$ cat config.mk
export PLATFORM = sky130hd
export DESIGN_NAME = stall_detect_end_stop_calibration_top
export DESIGN_NICKNAME = d
export VERILOG_FILES = /design/src/sdes_pkg.sv /design/src/stall_detect_end_stop_calibration_top.sv /design/src/sdes_cfg_regs.sv /design/src/sdes_core.sv
export VERILOG_INCLUDE_DIRS = /design/src /design/src/src
export SDC_FILE = /design/constraint.sdc
export NUM_CORES = 1
export LEC_CHECK = 0
export BUFFER_PORTS_ARGS = -buffer_cell sky130_fd_sc_hd__buf_4
export CELL_PAD_IN_SITES_DETAIL_PLACEMENT = 2
export CELL_PAD_IN_SITES_GLOBAL_PLACEMENT = 2
export CORE_ASPECT_RATIO = 0.5
export CORE_MARGIN = 4
export CORE_UTILIZATION = 35
export DETAILED_ROUTE_END_ITERATION = 8
export PLACE_DENSITY_LB_ADDON = 0.1
export SETUP_SLACK_MARGIN = 0.3
export SLEW_MARGIN = 15
export SYNTH_ARGS = -nofsm -noshare
export SYNTH_HDL_FRONTEND = slang
export SYNTH_HIERARCHICAL = 1
export SYNTH_SLANG_ARGS = --single-unit
export TNS_END_PERCENT = 1
$ cat constraint.sdc
create_clock -name clk -period 17.56 [get_ports clk]
set_clock_uncertainty 0.05 [all_clocks]
set_input_delay 2.634 -clock clk [delete_from_list [all_inputs] [get_ports clk]]
set_output_delay 2.634 -clock clk [all_outputs]
set_load 0.1 [all_outputs]
$ cat src/stall_detect_end_stop_calibration_top_macros.svh
// Assertion macros shared by the end stop calibration RTL.
`ifndef STALL_DETECT_END_STOP_CALIBRATION_TOP_MACROS_SVH
`define STALL_DETECT_END_STOP_CALIBRATION_TOP_MACROS_SVH

// Same-cycle check: when the antecedent holds, the consequent must hold too.
`define SDES_ASSERT_NOW(lbl, ante, cons, msg) \
	lbl: assert property (@(posedge clk) disable iff (!arst_n) (ante) |-> (cons)) \
		else $error(msg);

// Next-cycle check: when the antecedent holds, the consequent holds in the cycle after.
`define SDES_ASSERT_NEXT(lbl, ante, cons, msg) \
	lbl: assert property (@(posedge clk) disable iff (!arst_n) (ante) |=> (cons)) \
		else $error(msg);

`endif

$ cat src/sdes_pkg.sv
// Types, codes and constants for the end stop calibration block.
`default_nettype none
package sdes_pkg;

	localparam int ANGLE_W = 32;
	localparam int STATE_W = (ANGLE_W > 32) ? ANGLE_W : 32;
	localparam int CALC_W  = STATE_W + 2;

	localparam int STALL_W  = 17;
	localparam int RUN_W    = 25;
	localparam int SETTLE_W = 16;

	localparam logic [STALL_W-1:0] DECAY_STEP = STALL_W'(10);

	// Phase codes.
	localparam logic [2:0] PH_IDLE      = 3'd0;
	localparam logic [2:0] PH_IDLE_ERR  = 3'd1;
	localparam logic [2:0] PH_CW_START  = 3'd2;
	localparam logic [2:0] PH_CW_RUN    = 3'd3;
	localparam logic [2:0] PH_CCW_START = 3'd4;
	localparam logic [2:0] PH_CCW_RUN   = 3'd5;
	localparam logic [2:0] PH_ERROR     = 3'd6;
	localparam logic [2:0] PH_SUCCESS   = 3'd7;

	// Register indexes.
	localparam logic [2:0] REG_RUN_SPEED     = 3'd0;
	localparam logic [2:0] REG_STALL_TICKS   = 3'd1;
	localparam logic [2:0] REG_TIMEOUT_TICKS = 3'd2;
	localparam logic [2:0] REG_SETTLE_TICKS  = 3'd3;
	localparam logic [2:0] REG_MARGIN        = 3'd4;
	localparam logic [2:0] REG_DEFAULT_MAX   = 3'd5;
	localparam logic [2:0] REG_DEFAULT_MIN   = 3'd6;

	localparam logic signed [31:0] DEFAULT_MAX_RST = 32'sd46080;
	localparam logic signed [31:0] DEFAULT_MIN_RST = -32'sd46080;

	localparam logic signed [CALC_W-1:0] ANG_HI = CALC_W'((64'sd1 <<< (ANGLE_W - 1)) - 64'sd1);
	localparam logic signed [CALC_W-1:0] ANG_LO = ~ANG_HI;

	typedef struct packed {
		logic        [14:0] run_speed;
		logic        [15:0] stall_ticks;
		logic        [23:0] timeout_ticks;
		logic        [15:0] settle_ticks;
		logic        [30:0] margin;
		logic signed [31:0] default_max;
		logic signed [31:0] default_min;
	} cfg_t;

	typedef struct packed {
		logic        [2:0]  phase;
		logic               angle_loop_on;
		logic signed [15:0] speed_command;
		logic signed [31:0] angle_command;
		logic               angle_command_valid;
		logic signed [31:0] lower_limit;
		logic signed [31:0] upper_limit;
		logic               done_pulse;
		logic        [31:0] travel_range;
		logic               calibrated;
		logic               start_rejected;
	} res_t;

	function automatic logic signed [STATE_W-1:0] sat_angle(input logic signed [CALC_W-1:0] v);
		logic signed [CALC_W-1:0] r;
		begin
			if (v > ANG_HI) begin
				r = ANG_HI;
			end else if (v < ANG_LO) begin
				r = ANG_LO;
			end else begin
				r = v;
			end
			return r[STATE_W-1:0];
		end
	endfunction

endpackage
`default_nettype wire

$ cat src/stall_detect_end_stop_calibration_top.sv
// Top level of the sensorless stall end stop calibration block.
//
//  channel | signals                            | direction
//  --------+------------------------------------+-----------
//  in      | in_valid, in_stall, tick fields    | word in
//  out     | out_valid, out_stall, result fields| word out
//  cfg     | cfg_we, cfg_index, cfg_data        | writes in
//
// Each tick word is taken into an input register and produces one result word
// in the output register on the next edge the output register is free.
// A new word is accepted every cycle in_stall is low; out_valid flags the output word.
// An output stall holds the result word and stalls the input once the input
// register is also full. Reset clears the pipeline and loads the register defaults.
`default_nettype none
`include "stall_detect_end_stop_calibration_top_macros.svh"
module stall_detect_end_stop_calibration_top (
	input  wire logic               clk,
	input  wire logic               arst_n,
	input  wire logic               in_valid,
	output logic                    in_stall,
	input  wire logic               start_req,
	input  wire logic signed [15:0] speed_error,
	input  wire logic signed [31:0] now_angle,
	output logic                    out_valid,
	input  wire logic               out_stall,
	output logic             [2:0]  phase,
	output logic                    angle_loop_on,
	output logic signed      [15:0] speed_command,
	output logic signed      [31:0] angle_command,
	output logic                    angle_command_valid,
	output logic signed      [31:0] lower_limit,
	output logic signed      [31:0] upper_limit,
	output logic                    done_pulse,
	output logic             [31:0] travel_range,
	output logic                    calibrated,
	output logic                    start_rejected,
	input  wire logic               cfg_we,
	input  wire logic        [2:0]  cfg_index,
	input  wire logic        [31:0] cfg_data
);
	import sdes_pkg::*;

	cfg_t               cfg;
	res_t               res;
	res_t               res_q;
	logic               valid_s1;
	logic               start_s1;
	logic signed [15:0] err_s1;
	logic signed [31:0] angle_s1;
	logic               out_valid_q;
	logic               out_free;
	logic               fire;

	assign out_free = !out_valid_q || !out_stall;
	assign fire     = valid_s1 && out_free;
	assign in_stall = valid_s1 && !out_free;

	sdes_cfg_regs u_cfg (
		.clk       (clk),
		.arst_n    (arst_n),
		.cfg_we    (cfg_we),
		.cfg_index (cfg_index),
		.cfg_data  (cfg_data),
		.cfg       (cfg)
	);

	sdes_core u_core (
		.clk         (clk),
		.arst_n      (arst_n),
		.fire        (fire),
		.start_req   (start_s1),
		.speed_error (err_s1),
		.now_angle   (angle_s1),
		.cfg         (cfg),
		.res         (res)
	);

	always_ff @(posedge clk or negedge arst_n) begin
		if (!arst_n) begin
			valid_s1    <= 1'b0;
			out_valid_q <= 1'b0;
		end else begin
			if (!in_stall) begin
				valid_s1 <= in_valid;
			end
			if (out_free) begin
				out_valid_q <= valid_s1;
			end
		end
	end

	always_ff @(posedge clk) begin
		if (in_valid && !in_stall) begin
			start_s1 <= start_req;
			err_s1   <= speed_error;
			angle_s1 <= now_angle;
		end
		if (fire) begin
			res_q <= res;
		end
	end

	assign out_valid           = out_valid_q;
	assign phase               = res_q.phase;
	assign angle_loop_on       = res_q.angle_loop_on;
	assign speed_command       = res_q.speed_command;
	assign angle_command       = res_q.angle_command;
	assign angle_command_valid = res_q.angle_command_valid;
	assign lower_limit         = res_q.lower_limit;
	assign upper_limit         = res_q.upper_limit;
	assign done_pulse          = res_q.done_pulse;
	assign travel_range        = res_q.travel_range;
	assign calibrated          = res_q.calibrated;
	assign start_rejected      = res_q.start_rejected;

	`SDES_ASSERT_NOW(a_done_idle, out_valid_q && res_q.done_pulse, (res_q.phase == PH_IDLE) && res_q.calibrated, "done word without idle phase")
	`SDES_ASSERT_NOW(a_cmd_loop, out_valid_q && res_q.angle_command_valid, res_q.angle_loop_on, "angle command with the angle loop off")
	`SDES_ASSERT_NOW(a_stall_cause, in_stall, valid_s1 && out_valid_q && out_stall, "input stalled without a blocked output")
	`SDES_ASSERT_NEXT(a_fire_out, fire, out_valid_q, "processed word did not reach the output register")

endmodule
`default_nettype wire

$ cat src/sdes_cfg_regs.sv
// Configuration register file of the end stop calibration block.
`default_nettype none
module sdes_cfg_regs (
	input  wire logic          clk,
	input  wire logic          arst_n,
	input  wire logic          cfg_we,
	input  wire logic [2:0]    cfg_index,
	input  wire logic [31:0]   cfg_data,
	output sdes_pkg::cfg_t     cfg
);
	import sdes_pkg::*;

	cfg_t cfg_q;

	always_ff @(posedge clk or negedge arst_n) begin
		if (!arst_n) begin
			cfg_q.run_speed     <= 15'd1000;
			cfg_q.stall_ticks   <= 16'd100;
			cfg_q.timeout_ticks <= 24'd10000;
			cfg_q.settle_ticks  <= 16'd400;
			cfg_q.margin        <= 31'd2560;
			cfg_q.default_max   <= DEFAULT_MAX_RST;
			cfg_q.default_min   <= DEFAULT_MIN_RST;
		end else if (cfg_we) begin
			unique case (cfg_index)
				REG_RUN_SPEED:     cfg_q.run_speed     <= cfg_data[14:0];
				REG_STALL_TICKS:   cfg_q.stall_ticks   <= cfg_data[15:0];
				REG_TIMEOUT_TICKS: cfg_q.timeout_ticks <= cfg_data[23:0];
				REG_SETTLE_TICKS:  cfg_q.settle_ticks  <= cfg_data[15:0];
				REG_MARGIN:        cfg_q.margin        <= cfg_data[30:0];
				REG_DEFAULT_MAX:   cfg_q.default_max   <= $signed(cfg_data);
				REG_DEFAULT_MIN:   cfg_q.default_min   <= $signed(cfg_data);
				default: ;
			endcase
		end
	end

	assign cfg = cfg_q;

endmodule
`default_nettype wire

$ cat src/sdes_core.sv
// Calibration state machine: state registers and next-state and result logic.
`default_nettype none
module sdes_core (
	input  wire logic               clk,
	input  wire logic               arst_n,
	input  wire logic               fire,
	input  wire logic               start_req,
	input  wire logic signed [15:0] speed_error,
	input  wire logic signed [31:0] now_angle,
	input  wire sdes_pkg::cfg_t     cfg,
	output sdes_pkg::res_t          res
);
	import sdes_pkg::*;

	logic        [2:0]          phase_q, phase_d;
	logic        [STALL_W-1:0]  stall_q, stall_d;
	logic        [RUN_W-1:0]    run_q, run_d;
	logic        [SETTLE_W-1:0] settle_q, settle_d;
	logic signed [STATE_W-1:0]  min_q, min_d;
	logic signed [STATE_W-1:0]  max_q, max_d;
	logic                       loop_q, loop_d;
	logic signed [15:0]         speed_q, speed_d;

	logic signed [16:0]         half_pos, half_neg, err_ext;
	logic signed [CALC_W-1:0]   now_ext, margin_ext;
	logic signed [STATE_W-1:0]  ang_plus, ang_minus;
	logic                       is_idle, cw, stalled;
	logic        [SETTLE_W-1:0] settle_inc;
	logic        [STALL_W-1:0]  stall_inc;
	logic        [RUN_W-1:0]    run_inc;
	logic signed [STATE_W-1:0]  cmd;
	logic                       cmd_valid, done, rejected;
	logic signed [STATE_W-1:0]  range;

	assign half_pos   = $signed({3'b000, cfg.run_speed[14:1]});
	assign half_neg   = -half_pos;
	assign err_ext    = 17'(speed_error);
	assign now_ext    = CALC_W'(now_angle);
	assign margin_ext = $signed({{(CALC_W - 31){1'b0}}, cfg.margin});
	assign ang_plus   = sat_angle(now_ext + margin_ext);
	assign ang_minus  = sat_angle(now_ext - margin_ext);
	assign is_idle    = (phase_q == PH_IDLE) || (phase_q == PH_IDLE_ERR);
	assign cw         = (phase_q == PH_CW_RUN);
	assign stalled    = cw ? (err_ext < half_neg) : (err_ext > half_pos);
	assign settle_inc = (settle_q != '1) ? settle_q + SETTLE_W'(1) : settle_q;
	assign stall_inc  = (stall_q != '1) ? stall_q + STALL_W'(1) : stall_q;
	assign run_inc    = (run_q != '1) ? run_q + RUN_W'(1) : run_q;

	always_comb begin
		phase_d   = phase_q;
		stall_d   = stall_q;
		run_d     = run_q;
		settle_d  = settle_q;
		min_d     = min_q;
		max_d     = max_q;
		loop_d    = loop_q;
		speed_d   = speed_q;
		cmd       = '0;
		cmd_valid = 1'b0;
		done      = 1'b0;
		rejected  = 1'b0;
		range     = '0;
		if (start_req && is_idle) begin
			phase_d  = PH_CW_START;
			settle_d = '0;
		end else begin
			rejected = start_req;
			unique case (phase_q)
				PH_CW_START, PH_CCW_START: begin
					if (settle_q == '0) begin
						stall_d = '0;
						run_d   = '0;
						loop_d  = 1'b0;
						speed_d = (phase_q == PH_CW_START) ?
							-$signed({1'b0, cfg.run_speed}) : $signed({1'b0, cfg.run_speed});
					end
					if (settle_inc >= cfg.settle_ticks) begin
						settle_d = '0;
						phase_d  = (phase_q == PH_CW_START) ? PH_CW_RUN : PH_CCW_RUN;
					end else begin
						settle_d = settle_inc;
					end
				end
				PH_CW_RUN, PH_CCW_RUN: begin
					if (stalled) begin
						stall_d = stall_inc;
						if (stall_inc > {1'b0, cfg.stall_ticks}) begin
							loop_d    = 1'b1;
							cmd_valid = 1'b1;
							if (cw) begin
								min_d    = ang_plus;
								cmd      = ang_plus;
								phase_d  = PH_CCW_START;
								settle_d = '0;
							end else begin
								max_d   = ang_minus;
								cmd     = ang_minus;
								phase_d = PH_SUCCESS;
							end
						end
					end else begin
						stall_d = (stall_q > DECAY_STEP) ? stall_q - DECAY_STEP : '0;
						run_d   = run_inc;
						if (run_inc > {1'b0, cfg.timeout_ticks}) begin
							loop_d    = 1'b1;
							cmd       = cw ? ang_plus : ang_minus;
							cmd_valid = 1'b1;
							phase_d   = PH_ERROR;
						end
					end
				end
				PH_ERROR: begin
					max_d   = STATE_W'(cfg.default_max);
					min_d   = STATE_W'(cfg.default_min);
					phase_d = PH_IDLE_ERR;
				end
				PH_SUCCESS: begin
					if (max_q < min_q) begin
						phase_d = PH_ERROR;
					end else begin
						done    = 1'b1;
						range   = max_q - min_q;
						phase_d = PH_IDLE;
					end
				end
				default: ;
			endcase
		end
	end

	always_ff @(posedge clk or negedge arst_n) begin
		if (!arst_n) begin
			phase_q  <= PH_IDLE_ERR;
			stall_q  <= '0;
			run_q    <= '0;
			settle_q <= '0;
			min_q    <= STATE_W'(DEFAULT_MIN_RST);
			max_q    <= STATE_W'(DEFAULT_MAX_RST);
			loop_q   <= 1'b1;
			speed_q  <= '0;
		end else if (fire) begin
			phase_q  <= phase_d;
			stall_q  <= stall_d;
			run_q    <= run_d;
			settle_q <= settle_d;
			min_q    <= min_d;
			max_q    <= max_d;
			loop_q   <= loop_d;
			speed_q  <= speed_d;
		end
	end

	// The result word shows the state as it stands after this item.
	always_comb begin
		res.phase               = phase_d;
		res.angle_loop_on       = loop_d;
		res.speed_command       = speed_d;
		res.angle_command       = cmd[31:0];
		res.angle_command_valid = cmd_valid;
		res.lower_limit         = min_d[31:0];
		res.upper_limit         = max_d[31:0];
		res.done_pulse          = done;
		res.travel_range        = range[31:0];
		res.calibrated          = (phase_d == PH_IDLE);
		res.start_rejected      = rejected;
	end

endmodule
`default_nettype wire

Word-level counts from Yosys, hierarchy flattened. Cells that the tools add are included.

Add/sub/neg operators: 9. Order comparisons: 11. Equal/unequal tests: 21. Bitwise logic cells: 3. Mux-type cells: 58. Reductions and logical operators: 31.

Operator list (count): 32-bit two-way mux (16); 16-bit two-way mux (10); 32-bit one-hot mux with 2 select lines (2); 25-bit two-way mux (3); 17-bit two-way mux (4); 33-bit by 32-bit > comparator with 1-bit output, second input constant (2); 33-bit by 32-bit less-than comparator with 1-bit output, second input constant (2); 25-bit one-hot mux with 2 select lines (1); 17-bit one-hot mux with 2 select lines (1); 32-bit by 32-bit adder with 33-bit output (1); 32-bit by 32-bit subtractor with 33-bit output (1); 32-bit less-than comparator (1); 16-bit one-hot mux with 2 select lines (1); 32-bit subtractor (1); 25-bit by 1-bit adder with 25-bit output, second input constant (1); 25-bit by 24-bit > comparator with 1-bit output (1); 25-bit inequality test, second input constant (1); 3-bit equality test, second input constant (7); 3-bit two-way mux (7); 17-bit by 1-bit adder with 17-bit output, second input constant (1); 17-bit by 16-bit > comparator with 1-bit output (1); 17-bit by 4-bit > comparator with 1-bit output, second input constant (1); 16-bit by 17-bit less-than comparator with 1-bit output (1); 17-bit inequality test, second input constant (1); 29 further kinds (65).

Input bits: 89. Flip-flop bits (word level): 511. Output and inout port bits: 154. Word-level logic and storage cells: 164.

Logic depth before layout (Yosys ltp). Gate-level depths: netlist (run 1).

Word-level depth: 9. Depth in mapped cells: 26.

By module. The synthesis (run 1) kept the hierarchy.

Modules (own cells, without submodules): sdes_core (cells an instance 2372, area an instance 17747.0 um^2, instances 1); sdes_cfg_regs (cells an instance 359, area an instance 6373.6 um^2, instances 1); stall_detect_end_stop_calibration_top (cells an instance 209, area an instance 6128.4 um^2, instances 1).

Least setup slack after synthesis (run 1). OpenSTA, ideal clock, no wires.

Kind: input to register. From: input out_stall. To: register u_core.min_q[5]. Path slack: 1.674 ns. Cell stages on the path: 6. Arrival time: 15.710 ns. Required time: 17.384 ns. Library setup time: 0.126 ns. Path through: a21boi_0 nand2_1 or2_2 clkbuf_1 clkbuf_1 a221o_1.

Longest elaborated chain between the ends: 3.

RTL lines: start: declaration (RTL line stall_detect_end_stop_calibration_top.sv:25) `input wire logic out_stall,`; 1-bit logical NOT (RTL line stall_detect_end_stop_calibration_top.sv:54) `assign out_free = !out_valid_q || !out_stall;`; 1-bit logical OR (RTL line stall_detect_end_stop_calibration_top.sv:54); 1-bit logical AND (RTL line stall_detect_end_stop_calibration_top.sv:55) `assign fire = valid_s1 && out_free;`; end signal: assignment (RTL line sdes_core.sv:137) `min_q <= STATE_W'(DEFAULT_MIN_RST);`; end signal: assignment (RTL line sdes_core.sv:146) `min_q <= min_d;`; end: declaration (RTL line sdes_core.sv:19) `logic signed [STATE_W-1:0] min_q, min_d;`.

Every way passes these cells. A chain may end at the register's enable or synchronous reset.

==> results of run 1 <==
[final timing paths]
| path | cells past startpoint | to | start |
|---|---|---|---|
| worst max-delay path | 23 | calibrated | u_core/run_q[0] |
| worst min-delay path | 2 | u_core/min_q[14] | u_cfg/cfg[14] |
| worst max register to register | 23 | calibrated | u_core/run_q[0] |
| worst min register to register | 2 | u_core/min_q[14] | u_cfg/cfg[14] |
| max in group asynchronous | 3 | u_cfg/cfg[59] | arst_n |
| min in group asynchronous | 1 | u_cfg/cfg[97] | arst_n |
[cells in the mapped netlist (67+ instances only)]
library cell,number
inv_1,210
a21oi_1,185
clkbuf_1,107
nor2_1,174
dfstp_2,67
nand2_1,224
mux2_2,184
edfxtp_1,201
o21ai_0,168
xnor2_1,120
dfrtp_1,243
ha_1,189
[where the power goes]
group          switching [mW]  internal, mW
logic                    2.22          1.00
clock network           0.542         0.652
registers               0.261          1.63
[cell families (layout without fill, tap and decap cells)]
family / count (synthesis) / in the layout / synth area share (%)
flip-flops: 511 / 511 / 45.88
AND/OR/NAND/NOR: 732 / 732 / 11.94
buffers and inverters: 373 / 579 / 5.034
adder cells (fa/ha/maj): 194 / 194 / 8.082
multiplexers: 205 / 205 / 7.731
other: 0 / 2 / 0
AO/OA/AOI/OAI: 769 / 769 / 16.82
XOR/XNOR: 156 / 156 / 4.517
[final cells by class]
type / instances / area [sq um] / share of cell area [%]
Inverter: 211 / 792.0 / 2.272
Timing Repair Buffer: 271 / 2067 / 5.929
Tap cell: 1155 / 1445 / 4.145
Clock buffer: 72 / 1501 / 4.307
Sequential cell: 511 / 13880 / 39.80
Clock inverter: 25 / 266.5 / 0.7644
Antenna cell: 2 / 5.005 / 0.01436
Multi-Input combinational cell: 2056 / 14910 / 42.76
[registers in the layout, indices dropped and copies added (netlist names), 17 cells and up]
register	flops
u_core/run_q	25
angle_command	32
upper_limit	32
angle_s1	32
u_core/max_q	32
lower_limit	32
u_core/stall_q	17
u_cfg/cfg	166
u_core/min_q	32
travel_range	32
[worst max-delay path: stages, from the launching register on]
cell and delay (ns):
dfrtp_1 0.44, ha_1 0.26, and4_1 0.22, nand4_1 0.09, nor4_1 0.08, nand2_1 0.24, and4_1 0.29, nand3_1 0.18
nor4_1 0.85, nand2_1 0.23, xnor2_1 0.18, ha_1 0.18, a21o_1 0.16, a21oi_1 0.18, o21ai_0 0.12, a31oi_1 0.25
nand4_1 0.12, a311o_1 0.43, o21ai_0 0.40, or2_2 0.42, inv_1 0.45, nand2_1 0.55, nand2_1 0.12, nor4b_1 0.25
[per-layer routing]
layer  track usage, %  routed length [microns]  vias to the layer above
li1                 -                        -                    11040
met4            6.246                     3003                        8
met2            42.54                    56070                      463
met3            4.121                     5656                      145
met1            32.88                    51420                    12730
met5                0                       49                        -
[metrics by stage]
| stage | utilization (%) | worst slack [ns] |
|---|---|---|
| finish | 41.14 | 10.64 |
| global placement | 39.05 | 11.02 |
| detailed placement | 39.05 | 10.79 |
| CTS | 41.14 | 10.77 |
| floorplan | - | 1.674 |
| global route | 41.14 | 10.16 |
==> summary.md, run 1 <==
| Metric | Value |
|---|---|
| Synthesized cell area | `30250 sq um` |
| Crit path time final | `6.917 ns` |
| DIE HEIGHT | `roughly 220 microns` |
| Placed Instance Area | `approximately 33000 sq um` |
| RSZ-0062 raised after global routing | `false` |
| # Post-CTS Setup Buffers | `0` |
| First-pass GRT wire length | `173200 microns` |
| # Max-Cap Violations | `0` |
| Worst skew pair latency | `0.65 ns` |
| H-tree depth | `2` |
| Design Area, Final | `34860 sq um` |
| Reg2reg setup slack | `10.64 ns` |
| Final non-filler cell total | `4303` |
| Total Routing Usage GR | `24.89%` |
| Port Buffer Count | `242` |
| Commonest non-fill, non-tap cell in the layout | `buf_4` |
| Yosys warns | `6` |
| CTS root buf | `clkbuf_16` |
| Initial antenna violation count | `17` |
| Bufs on Longest Clock Path | `3` |
| Peak supply drop | `0.08106 mV` |
| Largest net degree at the start of global routing | `151` |
| Ys async rst share | `between 60% and 70%` |
| DR pass1 iterations | `5` |
| Status | `complete, no violations` |
| Number of distinct library cells after synthesis | `90` |
| Ports | `approximately 240` |
| Critical Path RT | `roughly 18 ns` |
| Hold WC Path Type | `flip-flop to flip-flop` |
| Setup TNS | `0 ns` |
| Core area | `84740 sq um` |
| Final WL | `116200 microns` |
| Startpoint Class | `flip-flop` |
| Post-synthesis sequential area ratio | `between 40 and 50%` |
| Routability cong. | `about 0.86` |
| Post-Syn Instances | `about 3000` |
| Cts repair resizes | `0` |
| Endpoints failing hold | `0` |
| Slew Limit Fails | `0` |
| Crit path max fanout | `23` |
| Hold WS | `0.4113 ns` |
| CTS tree | `yes` |
| Register bit count reported by yosys | `511` |
| Period utilization | `39.39%` |
| Worst setup EP type | `flip-flop` |
| Crit Path Category | `flip-flop to flip-flop` |
| CP arrival | `about 7.3 ns` |
| Dominant synthesized flop cell | `dfrtp_1` |
| Worst-path clk slew | `~0.070 ns` |
| PwrDens | `180.7 nW/um^2` |
| Final ANT Viol Nets | `0` |
| Num CTS Buffers | `52` |
| Setup-failing EPs final | `0` |
| Nets | `3384` |
| Vias in the first global route | `26130` |
| Fmax | `0.1446 GHz` |
| Mean Syn Cell Area | `around 10 sq um` |
| Leak | `14.92 nW` |
| Largest area contributor in the netlist | `dfrtp_1` |
| Worst slew margin | `roughly 28%` |
| Synth top area cells | `dfrtp_1 (20%), edfxtp_1 (20%), ha_1 (7.8%)` |
| Drt via density | `5.666` |
| # rows | `75` |
| Layout cells sized above 1 | `a little over a fifth` |
| GR Overflow Total | `0` |
| Initial core utilization | `35.70%` |
| Total power | `6.301 mW` |
| DR WL/cell | `roughly 27 microns` |
| Hold buffers post-CTS | `0` |
| Most frequent cells in the layout | `buf_4 (268), dfrtp_1 (243), nand2_1 (224)` |
| Hpwl dp | `85930 microns` |
| Placed Instances | `4204` |
| DR vias | `24380` |
| Die area | `91480 sq um` |
| Synth top area share | `20.10%` |
| Number of remaining DRC errors | `0` |
| Layout area overhead | `15.25%` |
| Die X | `423.8 microns` |
| Filler cells | `8946` |
| Clk sinks | `511` |
| Syn_nets | `3221` |
| Post-synth EDFFs | `201` |
| First DRT Iteration DRCs | `1599` |
| Worst-Margin Slew | `1.073 ns` |
Power figures use the tool's default switching activity.
==> run 2: changes to the inputs <==
- clock period: 17.56 -> 6.8 ns (I/O delays scaled with it)
==> summary.md, run 2 (synthesized netlist as in run 1, its figures left out) <==
| Metric | Value |
|---|---|
| Initial antenna violation count | `18` |
| Worst-Margin Slew | `1.118 ns` |
| CP arrival | `6.43 ns` |
| Largest net degree at the start of global routing | `between 100 and 150` |
| Critical Path RT | `7.19 ns` |
| Slew Limit Fails | `0` |
| Post-place setup slack | `0.3436 ns` |
| DR pass1 iterations | `5` |
| Total Routing Usage GR | `24.78%` |
| CTS tree | `yes` |
| Drt via density | `5.633` |
| Leak | `approximately 15 nW` |
| Routability cong. | `0.8722` |
| Status | `complete, no violations` |
| Nets | `3398` |
| Most frequent cells in the layout | `buf_4 (282), dfrtp_1 (243), nand2_1 (223)` |
| Peak supply drop | `between 0.2 and 0.25 mV` |
| DR WL/cell | `26.74 microns` |
| Final ANT Viol Nets | `0` |
| PwrDens | `~470 nW/um^2` |
| Filler cells | `9008` |
| Worst skew pair latency | `0.65 ns` |
| # Max-Cap Violations | `0` |
| DR vias | `about 24000` |
| Worst setup EP type | `flip-flop` |
| H-tree depth | `2` |
| # rows | `between 70 and 80` |
| Vias in the first global route | `26100` |
| RSZ-0062 raised after global routing | `false` |
| Initial core utilization | `approximately 36%` |
| Clk sinks | `511` |
| Port Buffer Count | `242` |
| Setup-failing EPs final | `0` |
| Fmax | `~0.17 GHz` |
| Crit path time final | `6.036 ns` |
| Core area | `approximately 85000 sq um` |
| Worst slew margin | `between 20% and 30%` |
| Num CTS Buffers | `52` |
| First DRT Iteration DRCs | `1644` |
| Hold WC Path Type | `primary input to asynchronous set/reset pin` |
| Die area | `91480 sq um` |
| Period utilization | `88.76%` |
| Total power | `~16 mW` |
| Final WL | `115500 microns` |
| # Post-CTS Setup Buffers | `0` |
| Fin worst setup slack | `0.7645 ns` |
| Startpoint Class | `flip-flop` |
| CTS root buf | `clkbuf_16` |
| Layout cells sized above 1 | `21.35%` |
| Commonest non-fill, non-tap cell in the layout | `buf_4` |
| Max reg flops | `about 170` |
| Setup TNS | `0 ns` |
| GR Overflow Total | `0` |
| Die X | `423.8 microns` |
| Worst-path clk slew | `0.07 ns` |
| Hpwl dp | `85760 microns` |
| First-pass GRT wire length | `~170000 microns` |
| Bufs on Longest Clock Path | `3` |
| Crit path max fanout | `11` |
| DIE HEIGHT | `215.9 microns` |
| Layout area overhead | `15.82%` |
| Endpoints failing hold | `0` |
| Number of remaining DRC errors | `0` |
| Crit Path Category | `flip-flop to flip-flop` |
| Ports | `between 200 and 250` |
| Hold WS | `between 0.3 and 0.4 ns` |
==> run 2: changes by cell type in the layout (fill, tap and decap cells not counted), moves of 3 or more <==
cell,previous run,this run
clkbuf_16,55,52
clkinvlp_4,3,6
buf_4,268,282
clkbuf_1,10,4
clkinv_1,3,10
inv_8,3,0
bufinv_16,3,8
clkinv_4,5,2
==> run 2: report_power, final <==
group | switching (mW) | internal [mW] | total, mW
sequential | 0.651 | 4.21 | 4.86
combinational | 5.74 | 2.60 | 8.34
clock | 1.40 | 1.77 | 3.17
total | 7.79 | 8.58 | 16.4
==> run 2: through the flow <==
step | utilization, % | std cells | area, sq um
after floorplan | - | 2940 | 30260
after global placement | 39.17 | 4218 | 33190
after detailed placement | 39.17 | 4218 | 33190
after CTS | 41.32 | 4316 | 35010
after global routing | 41.34 | 4316 | 35030
final | 41.34 | 4318 | 35030
==> run 2: final cells by class <==
| type | count | area (sq um) | area share [%] |
|---|---|---|---|
| Tap cell | 1155 | 1445 | 4.125 |
| Timing Repair Buffer | 285 | 2172 | 6.200 |
| Multi-Input combinational cell | 2056 | 14930 | 42.62 |
| Clock inverter | 38 | 440.4 | 1.257 |
| Inverter | 211 | 792.0 | 2.261 |
| Clock buffer | 60 | 1371 | 3.914 |
| Antenna cell | 2 | 5.005 | 0.01429 |
| Sequential cell | 511 | 13880 | 39.61 |
==> run 2: final timing paths <==
path,startpoint,endpoint,slack (ns),cells after the start
max,u_core/run_q[5],calibrated,0.76,22
min,arst_n,u_cfg/cfg[101],0.36,1
max reg2reg,u_core/run_q[5],calibrated,0.76,22
min reg2reg,u_cfg/cfg[10],u_core/min_q[10],0.42,2
max in group asynchronous,arst_n,u_core/max_q[29],4.96,2
min in group clk,u_cfg/cfg[10],u_core/min_q[10],0.42,2
==> run 2: worst max-delay path, cell delays in order, from the launching register on <==
cell and delay (ns):
dfrtp_1 0.45, and4_1 0.30, nand4_1 0.31, nor4_2 0.41, nand2_1 0.27, and2_1 0.33
nand2_1 0.21, nor2_1 0.16, nand3_1 0.16, xnor2_1 0.14, ha_1 0.27, a21o_1 0.18
a21oi_1 0.13, o21ai_0 0.10, a31oi_1 0.22, nand4_1 0.11, a311o_1 0.43, o21ai_1 0.32
or2_2 0.37, inv_1 0.29, nand2_2 0.30, nand2_1 0.11, nor4b_1 0.25
==> run 2: routing by layer <==
layer | track usage (%) | share of wire [%] | wire, microns
met4 | 6.119 | 2.3 | 2670
met5 | 0 | 0.011 | 13
met1 | 33.33 | 45 | 51930
met3 | 3.143 | 4.2 | 4815
met2 | 42.40 | 49 | 56020
==> run 2: repair_timing <==
item	CTS	global route
hold buffers	0	0
endpoints found under the setup margin	1	14
gates resized for setup	1	4
==> run 3: changes to the inputs <==
- CAP_MARGIN: default -> 20
- RECOVER_POWER: default -> 25
==> summary.md, run 3 (synthesized netlist as in run 1, its figures left out) <==
| Metric | Value |
|---|---|
| Die area | `91480 sq um` |
| Slew Limit Fails | `between 150 and 200` |
| Total Routing Usage GR | `24.78%` |
| Worst-path clk slew | `0.07 ns` |
| Clk sinks | `511` |
| Layout area overhead | `15.44%` |
| First DRT Iteration DRCs | `about 1700` |
| Max reg flops | `166` |
| Initial antenna violation count | `18` |
| Cts repair resizes | `1` |
| Status | `complete, but fails checks` |
| Num CTS Buffers | `52` |
| Bufs on Longest Clock Path | `3` |
| Endpoints failing hold | `0` |
| Worst-Margin Slew | `5.336 ns` |
| Fin util | `41.21%` |
| Layout cells sized above 1 | `around a fifth` |
| Worst skew pair latency | `0.65 ns` |
| Worst slew margin | `-255.8%` |
| Register area | `13880 sq um` |
| Ports | `243` |
| Vias in the first global route | `approximately 26000` |
| Peak supply drop | `between 0.2 and 0.25 mV` |
| Crit path max fanout | `11` |
| DR vias | `24300` |
| Period utilization | `around nine tenths` |
| DR WL/cell | `26.73 microns` |
| Setup TNS | `0 ns` |
| CTS root buf | `clkbuf_16` |
| Critical Path RT | `7.19 ns` |
| CP arrival | `6.44 ns` |
| Startpoint Class | `flip-flop` |
| Commonest non-fill, non-tap cell in the layout | `dfrtp_1` |
| Most frequent cells in the layout | `dfrtp_1 (243), buf_4 (227), nand2_1 (223)` |
| Leak | `14.91 nW` |
| DR pass1 iterations | `6` |
| First-pass GRT wire length | `173000 microns` |
| # rows | `75` |
| Crit path time final | `between 6 and 7 ns` |
| DIE HEIGHT | `215.9 microns` |
| PwrDens | `468.7 nW/um^2` |
| Initial core utilization | `between 30% and 40%` |
| Crit Path Category | `flip-flop to flip-flop` |
| Routability cong. | `0.8722` |
| Total power | `16.37 mW` |
| CTS tree | `yes` |
| Number of remaining DRC errors | `0` |
| Port Buffer Count | `~240` |
| GR Overflow Total | `0` |
| Final ANT Viol Nets | `0` |
| Hpwl dp | `85760 microns` |
| Core area | `84740 sq um` |
| # Max-Cap Violations | `4` |
| Failing checks | `capacitance limit, slew limit` |
| Hold WC Path Type | `flip-flop to flip-flop` |
| Filler cells | `9036` |
| Nets | `roughly 3400` |
| Setup-failing EPs final | `0` |
| Hold buffers post-CTS | `0` |
| Largest net degree at the start of global routing | `roughly 140` |
| Area of the multi-input gates | `14850 sq um` |
| Fmax | `0.1654 GHz` |
| Worst setup EP type | `flip-flop` |
| RSZ-0062 raised after global routing | `false` |
| Drt via density | `5.626` |
| Die X | `roughly 420 microns` |
| Final WL | `115500 microns` |
| # Post-CTS Setup Buffers | `0` |
| H-tree depth | `2` |
==> run 3: metrics by stage <==
step | hold WS [ns] | std cells | setup WS (ns) | cell area (sq um)
2_1_floorplan | 0.3901 | 2940 | 1.452 | 30260
3_3_place_gp | 0.3985 | 4218 | 0.5732 | 33190
3_5_place_dp | 0.4085 | 4218 | 0.3436 | 33190
4_1_cts | 0.3814 | 4316 | 0.4099 | 35010
5_1_grt | 0.4468 | 4317 | 0.3373 | 34910
6_report | 0.4166 | 4319 | 0.7552 | 34920
==> run 3: layout make-up <==
| cell class | count | share of cell area [%] |
|---|---|---|
| multi-input combinational | 2056 | 42.53 |
| sequential | 511 | 39.74 |
| timing repair buffer | 286 | 6.124 |
| tap | 1155 | 4.139 |
| clock buffer | 60 | 3.927 |
| inverter | 211 | 2.268 |
| clock inverter | 38 | 1.261 |
| antenna | 2 | 0.01433 |
==> run 3: path summary, 6_finish.rpt <==
check / startpoint / to / slack, ns / cells past startpoint
min: u_cfg/cfg[10] / u_core/min_q[10] / 0.42 / 2
max: u_core/stall_q[1] / calibrated / 0.76 / 19
max reg2reg: u_core/stall_q[1] / calibrated / 0.76 / 19
min reg2reg: u_cfg/cfg[10] / u_core/min_q[10] / 0.42 / 2
min in group asynchronous: arst_n / u_cfg/cfg[98] / 2.28 / 1
max in group asynchronous: arst_n / u_core/stall_q[1] / 1.44 / 1
==> run 3: where the power goes <==
part	leakage [nW]	internal, mW	total [mW]	switching [mW]
registers	5.73	4.21	4.86	0.649
clock network	0.873	1.77	3.17	1.40
logic	8.31	2.60	8.34	5.74
total	14.9	8.58	16.4	7.79
==> run 3: critical path, stage by stage, from the launching register on <==
cell	delay, ns
dfrtp_1	0.50
ha_1	0.26
nand4_1	0.16
nor3_2	0.52
nand4_1	0.47
nand4_1	0.27
xnor2_1	0.27
ha_1	0.36
a2111oi_0	0.34
o21ai_0	0.14
o31ai_1	0.34
buf_4	0.22
nand2_1	0.09
or2_2	0.33
o21ai_1	0.19
or2_2	0.38
inv_1	0.29
nand2_2	0.30
nand2_1	0.11
nor4b_1	0.24
==> run 3: layer usage <==
layer | up-vias | part of all wire (%) | track usage (%)
li1 | 11060 | - | -
met3 | 122 | 4.4 | 3.143
met4 | 2 | 2.4 | 6.119
met2 | 450 | 48 | 42.40
met1 | 12670 | 45 | 33.33
met5 | - | 0.011 | 0
